===== src/sv/les_pkg.sv =====
// Package: shared types and constants for the LED effect sequencer.
`timescale 1ns / 1ps
package les_pkg;
   localparam int NUM_STRIPS = 2;
   localparam int LEDS_PER_STRIP = 8;
   localparam int NUM_LEDS = NUM_STRIPS * LEDS_PER_STRIP;
   localparam int LED_W = $clog2(NUM_LEDS);
   localparam int MAX_RESULTS = 16;

   localparam logic [1:0] FX_OFF = 2'd0;
   localparam logic [1:0] FX_STATIC = 2'd1;
   localparam logic [1:0] FX_BLINK = 2'd2;
   localparam logic [1:0] FX_PULSE = 2'd3;

   localparam logic [1:0] REG_BRIGHT = 2'd0;
   localparam logic [1:0] REG_BLINK = 2'd1;
   localparam logic [1:0] REG_PULSE = 2'd2;
   localparam logic [1:0] REG_FADE = 2'd3;

   typedef struct packed {
      logic [1:0] cur_effect;
      logic [31:0] cur_color;
      logic signed [16:0] cur_count;
      logic [31:0] start_time;
      logic [17:0] toggle_counter;
      logic toggle_on;
      logic [7:0] pulse_level;
      logic fade_down;
      logic [1:0] prev_effect;
      logic [31:0] prev_color;
      logic queue_valid;
      logic [1:0] queue_effect;
      logic [31:0] queue_color;
      logic signed [16:0] queue_count;
   } led_state_type;

   localparam led_state_type LED_RESET = '{
      cur_effect: FX_OFF, cur_color: 32'd0, cur_count: 17'sd0, start_time: 32'd0,
      toggle_counter: 18'd0, toggle_on: 1'b0, pulse_level: 8'hFF, fade_down: 1'b0,
      prev_effect: FX_OFF, prev_color: 32'd0, queue_valid: 1'b0, queue_effect: FX_OFF,
      queue_color: 32'd0, queue_count: -17'sd1};
endpackage


===== src/sv/les_scale.sv =====
// Shared 8x8 scaler: product of a channel and a level, divided by 255.
`timescale 1ns / 1ps
module les_scale import les_pkg::*; (
   input  logic [7:0] a,
   input  logic [7:0] b,
   output logic [7:0] q
);
   logic [15:0] p;
   logic [16:0] t;
   always_comb begin
      p = a * b;
      // floor(p/255) for p <= 65025: (p + 1 + (p >> 8)) >> 8
      t = {1'b0, p} + 17'd1 + {9'd0, p[15:8]};
      q = t[15:8];
   end
endmodule


===== config.mk =====
export PLATFORM = sky130hd
export DESIGN_NAME = les_scale
export DESIGN_NICKNAME = d
export VERILOG_FILES = /design/src/sv/les_pkg.sv /design/src/sv/les_scale.sv
export SDC_FILE = /design/constraint.sdc
export NUM_CORES = 1
export LEC_CHECK = 0
export ABC_AREA = 1
export ABC_CLOCK_PERIOD_IN_PS = 15740
export BUFFER_PORTS_ARGS = -buffer_cell sky130_fd_sc_hd__buf_2
export CAP_MARGIN = 20
export CORE_ASPECT_RATIO = 2
export CORE_UTILIZATION = 35
export DETAILED_ROUTE_END_ITERATION = 6
export SLEW_MARGIN = 20
export SYNTH_ARGS = -nofsm -noshare
export SYNTH_HDL_FRONTEND = slang
export SYNTH_SLANG_ARGS = --single-unit

===== constraint.sdc =====
create_clock -name vclk -period 15.74
set_input_delay 2.361 -clock vclk [all_inputs]
set_output_delay 2.361 -clock vclk [all_outputs]
set_load 0.02 [all_outputs]

### After elaboration in Yosys (flattened, before gate mapping)

Cells that the tools add are included.

* bitwise gates (word level): 0
* shifts and indexed selects: 0
* equality and inequality tests: 0
* $lt $le $gt $ge: 0
* add/subtract/negate cells: 2
* multipliers: 1
* divide/modulo/power cells: 0
* multiplexer cells: 0
* reduce and logical (&&, ||, !) cells: 0

Operator list (number)
* 16-bit by 1-bit adder with 16-bit output (second input constant): 1
* 16-bit by 8-bit adder with 16-bit output: 1
* 8-bit by 8-bit multiplier with 16-bit output: 1

* memories: 0
* input bits: 16
* bits in read-only memories: 0
* logic and storage cells: 3
* bits in latches: 0
* bits in writable memories: 0
* bits in registers: 0

### Depth between registers and ports, before layout

Gate-level depths: netlist of run 1.

* depth in word-level cells: 3
* mapped depth: 32

### Worst setup path after synthesis of run 1

Ideal clock, no wire load.

* path kind: input-to-output
* start point: input a[0]
* end point: output q[7]
* stages: 28
* arrival: 7119 ps
* path slack: 6260 ps
* buffers on the path: 1
* cell sequence: clkbuf_1 > nand2_1 > fa_1 > fa_1 > inv_1 > fa_1 > inv_1 > fa_1 > inv_1 > ha_1 > nand2_1 > inv_1 > nand2_1 > nand2_1 > nand2_1 > nand3_2 > a21oi_1 > o21bai_1 > xnor2_1 > ha_1 > inv_1 > nor2_2 > nand3_1 > nor2_1 > nand2_1 > nand2_1 > nand2_1 > nand2_1

* word-level cells in the longest chain between the ends: 3

Ends and longest elaborated chain
* from (decl): RTL line les_scale.sv:4 `input logic [7:0] a,`
* 8-bit by 8-bit multiplier with 16-bit output *: RTL line les_scale.sv:11 `p = a * b;`
* 16-bit by 1-bit adder with 16-bit output: RTL line les_scale.sv:13 `t = {1'b0, p} + 17'd1 + {9'd0, p[15:8]};`
* 16-bit by 8-bit adder with 16-bit output *: RTL line les_scale.sv:13
* to (decl): RTL line les_scale.sv:6 `output logic [7:0] q`

Mark *: on every way between the ends. The rest lies on a longest branch, timed or not.

### Worst setup path after layout of run 1

* start point: input a[1]
* end point: output q[4]

Same word-level chain as after synthesis.

==> flow_summary.yaml, run 1 <==
setup_path:
  startpoint: "a[1]"
  startpoint_type: "input port"
  cp_max_fo: 8
  crit_arrival_ns: 7.72
  cp.required_ns: 13.38
  worstSetupPathType: "input port to primary output"
  end_kind: "primary output"
timing:
  min_period_ns: 10.08
  finalHoldViolCount: 0
  tns_ns: 0
  rsz0062_at_grt: "no"
  period_share_pct: 64.1
  drv_slew: 0
  slew_headroom_pct: 71.1
  tightest_slew_ns: 0.433
  fmax_mhz: 99.2
  setup_viol: 0
logic_synthesis:
  netlist_instances: 503
  ys_types: 19
  avgSynthCellArea_um2: 5.97
  syn_area_um2: 3000
  synthesis.nets: 597
  yosysSeqAreaShare_pct: 0
  yosysWarnings: 0
route:
  drt_first_iter_violations: 107
  drt-pass1-iter-count: 4
  wl_per_cell_um: 12.4
  vias: 2909
  routed_wl_um: 7570
  detail-route-antenna-nets: 0
  drc: 0
  avgViaCountPerCell: 4.78
cts:
  post_cts_buffers: 0
  cts_hold_buf: 0
  ctsResizeCount: 0
pwr:
  p_switching_uw: 405
  swShare_pct: 67.5
  powerDensity_nw_per_um2: 188
  p_seq_share_pct: 0
  p_leak_uw: 0.00227
  p_int_uw: 195
  clkPwrFrac_pct: 0
  peakVddDrop_uv: 148
  comb_power_share_pct: 100.0
global_routing:
  grt_pass1_wl_um: 13300
  grt_overflow: 0
  antenna_found_initial: 0
  grt_pass1_vias: 3054
  grt_max_degree: 9
  grtUsageTotal_pct: 18.8
finish:
  regArea_um2: 0
  n_antenna_cell: 0
  final_common_cell: "nand2_1"
  instances_no_fill: 609
  area_growth_pct: 6.08
  seq_cells: 0
  drive_gt1_share_pct: 6.85
  fin_nets: 607
  layout_common_cells: "nand2_1, inv_1, ha_1"
  clkbuf_count: 0
floorplan:
  core_um2: 8290
  num_rows: 47
  die-area_um2: 8980
  start_util_pct: 36.2
  ios: 24
  die_h_um: 133
  fp.dieW_um: 67.5
placed_design:
  gp_congestion: 0.965
  dp.cells: 609
  portBuffers: 24
  dp_hpwl_um: 6910
worst_hold_path:
  hold_class: "input port to primary output"
  min-delay-start: "b[0]"
  whs_path_depth: 9
flow_run:
  maxCapViolCount: 0
status:
  status: "finished, final reports clean"
## stage by stage
stage | utilization, % | instance area (um^2) | hold WS, ns | power [uW] | setup slack (ns)
floorplan | - | 3000 | 5.45 | 446 | 6.26
global placement | 38.4 | 3190 | 5.68 | 593 | 5.62
detailed placement | 38.4 | 3190 | 5.67 | 597 | 5.61
CTS | 38.4 | 3190 | 5.67 | 601 | 5.61
global route | 38.4 | 3190 | 5.80 | 683 | 5.29
finish | 38.4 | 3190 | 5.66 | 600 | 5.66
## final cells by class
class | instances | area (um^2)
tap | 98 | 123
fill | 941 | 5100
inverter | 146 | 548
timing repair buffer | 24 | 120
multi-input combinational | 341 | 2400
## cell usage after synthesis, types with 2 or more instances
cell type,number,area (um^2)
xor2_1,2,17.5
clkbuf_1,16,60.1
xnor2_1,3,26.3
ha_1,42,526
a21oi_1,8,40.0
nand3_2,3,30.0
nand4_1,9,56.3
nand2_1,171,642
nand3_1,33,165
nor2_1,23,86.3
fa_1,36,721
nand2_2,5,31.3
inv_1,146,548
## final timing paths
kind | to
worst min-delay path | q[5]
worst max-delay path | q[4]
## metal layers
layer  part of all wire [%]  up-vias  routed length (um)  global-route usage, %
li1                       -     1480                   -                      -
met1                     34     1359                2580                   17.3
met2                     60       47                4530                   39.3
met3                    1.3       23                  99                  0.259
met4                    5.0        0                 375                   7.45
met5                      0        -                   0                      0
## kinds of logic after synthesis
family / after synthesis / synth area share (%)
compound gates: 11 / 2.08
xor+xnor: 6 / 2.00
buf+inv: 162 / 20.2
simple gates: 246 / 34.2
fa+ha+maj: 78 / 41.5
## critical path, cell delays in order
cell and delay, ns:
buf_2 0.18, nand2_1 0.09, inv_1 0.05, fa_1 0.51, fa_1 0.55, fa_1 0.56, inv_1 0.06, fa_1 0.53
inv_1 0.04, ha_1 0.36, a21oi_1 0.30, nand2_1 0.09, nand2_1 0.12, nand3_2 0.12, a21oi_1 0.15, o21bai_1 0.08
xnor2_1 0.32, ha_1 0.37, a21oi_1 0.30, nand2_1 0.13, nand2_1 0.11, nand2_1 0.05, nand2_1 0.06, nand2_1 0.07
buf_2 0.16
## power by group through the flow
stage / Sequential (uW) / Combinational (uW) / Clock [uW]
CTS: 0 / 601 / 0
global placement: 0 / 593 / 0
detailed placement: 0 / 597 / 0
global route: 0 / 683 / 0
floorplan: 0 / 446 / 0
finish: 0 / 600 / 0
Note: power is estimated with default switching activity, not from simulation.
==> inputs of run 2 (changes only) <==
--- a/config.mk
+++ b/config.mk
@@ -5,8 +5,8 @@
 export SDC_FILE = /design/constraint.sdc
 export NUM_CORES = 1
 export LEC_CHECK = 0
-export ABC_AREA = 1
-export ABC_CLOCK_PERIOD_IN_PS = 15740
+export ABC_AREA = 0
+export ABC_CLOCK_PERIOD_IN_PS = 9600
 export BUFFER_PORTS_ARGS = -buffer_cell sky130_fd_sc_hd__buf_2
 export CAP_MARGIN = 20
 export CORE_ASPECT_RATIO = 2
==> constraint.sdc (replaced) <==
create_clock -name vclk -period 9.6
set_input_delay 1.44 -clock vclk [all_inputs]
set_output_delay 1.44 -clock vclk [all_outputs]
set_load 0.02 [all_outputs]
==> flow_summary.yaml, run 2 <==
status:
  status: "finished, final reports clean"
timing:
  slew_headroom_pct: 66.3
  tns_ns: 0
  setup_viol: 0
  tightest_slew_ns: 0.501
  drv_slew: 0
  fmax_mhz: 112
  rsz0062_at_grt: "no"
  period_share_pct: 92.9
  min_period_ns: 8.91
  finalHoldViolCount: 0
pwr:
  comb_power_share_pct: 100.0
  p_seq_share_pct: 0
  p_leak_uw: 0.00142
  peakVddDrop_uv: 519
  swShare_pct: 60.1
  p_int_uw: 344
  powerDensity_nw_per_um2: 312
  clkPwrFrac_pct: 0
  p_switching_uw: 518
logic_synthesis:
  synthesis.nets: 388
  syn_area_um2: 2530
  yosysTopAreaCell: "fa_1"
  synth.top_cells.by_area: "fa_1, ha_1, and2_1"
  yosysTopAreaCellShare_pct: 28.5
  synth_most_common_cell: "inv_1"
  yosysWarnings: 0
  avgSynthCellArea_um2: 8.61
  ys_types: 37
  yosysSeqAreaShare_pct: 0
  yosys-top-cells-count: "inv_1, and2_1, ha_1, fa_1, nand2_1"
  netlist_instances: 294
route:
  routed_wl_um: 5470
  vias: 2010
  detail-route-antenna-nets: 0
  wl_per_cell_um: 13.4
  drc: 0
  avgViaCountPerCell: 4.94
  drt-pass1-iter-count: 4
  drt_first_iter_violations: 57
global_routing:
  grt_overflow: 0
  antenna_found_initial: 0
  grt_pass1_wl_um: 9980
  grt_pass1_vias: 2163
  grtUsageTotal_pct: 15.9
  grt_max_degree: 9
setup_path:
  cpMostUsedCell: "fa_1"
  end_kind: "primary output"
  crit_buf_inv: 5
  cp.required_ns: 8.16
  crit_arrival_ns: 7.47
  slowest_stage: "fa_1"
  slowest_delay_ns: 0.56
  cp_top_family: "adder cells"
  cp_max_fo: 8
  worstSetupPathType: "input port to primary output"
  startpoint_type: "input port"
finish:
  drive_gt1_share_pct: 10.4
  area_growth_pct: 8.99
  regArea_um2: 0
  layout_common_cells: "inv_1, and2_1, ha_1"
  n_antenna_cell: 0
  stdcell_area_um2: 2760
  final_common_cell: "inv_1"
  fin_nets: 413
  clkbuf_count: 0
  seq_cells: 0
placed_design:
  portBuffers: 24
  placed_area_um2: 2760
  dp_hpwl_um: 4900
  gp_congestion: 0.799
floorplan:
  fp.dieW_um: 62.1
  die-area_um2: 7600
  start_util_pct: 36.5
  num_rows: 43
  ios: 24
  core_um2: 6940
  die_h_um: 122
cts:
  cts_hold_buf: 0
  post_cts_buffers: 0
  ctsResizeCount: 0
flow_run:
  maxCapViolCount: 0
worst_hold_path:
  hold_class: "input port to primary output"
==> run 2: area by class of cell <==
cell class | instances | area, um^2
multi-input combinational | 235 | 2310
tap | 90 | 113
fill | 723 | 4180
inverter | 58 | 218
timing repair buffer | 24 | 120
==> run 2: cell families after synthesis <==
logic type / synth area share [%]
compound gates: 11.1
xor+xnor: 8.10
fa+ha+maj: 49.2
buf+inv: 8.79
mux: 0.445
simple gates: 22.3
==> run 2: routing by layer <==
layer  routed length (um)  global-route usage, %  part of all wire [%]  vias up
met5                    0                      0                     0        -
met4                   76                   1.60                   1.4        0
met3                   73                 0.0929                   1.3        6
met2                 3100                   32.8                    57       28
met1                 2220                   18.5                    41      980
li1                     -                      -                     -      996
==> run 2: per-stage QoR <==
stage | hold WS, ns | instances | setup WS, ns | util [%] | power (uW)
after floorplan | 3.57 | 294 | 1.33 | - | 667
after global placement | 3.91 | 407 | 0.784 | 39.8 | 858
after detailed placement | 3.90 | 407 | 0.694 | 39.8 | 862
after CTS | 3.90 | 407 | 0.663 | 39.8 | 871
after global routing | 4.00 | 407 | 0.223 | 39.8 | 961
final | 3.90 | 407 | 0.686 | 39.8 | 862
==> run 2: power groups by stage <==
| stage | combinational, uW | sequential (uW) | clock (uW) |
|---|---|---|---|
| finish | 862 | 0 | 0 |
| global route | 961 | 0 | 0 |
| CTS | 871 | 0 | 0 |
| detailed placement | 862 | 0 | 0 |
| global placement | 858 | 0 | 0 |
| floorplan | 667 | 0 | 0 |
==> run 2: worst paths after layout <==
path,startpoint,end,cells past startpoint
worst max-delay path,a[0],q[4],26
worst min-delay path,b[0],q[5],9
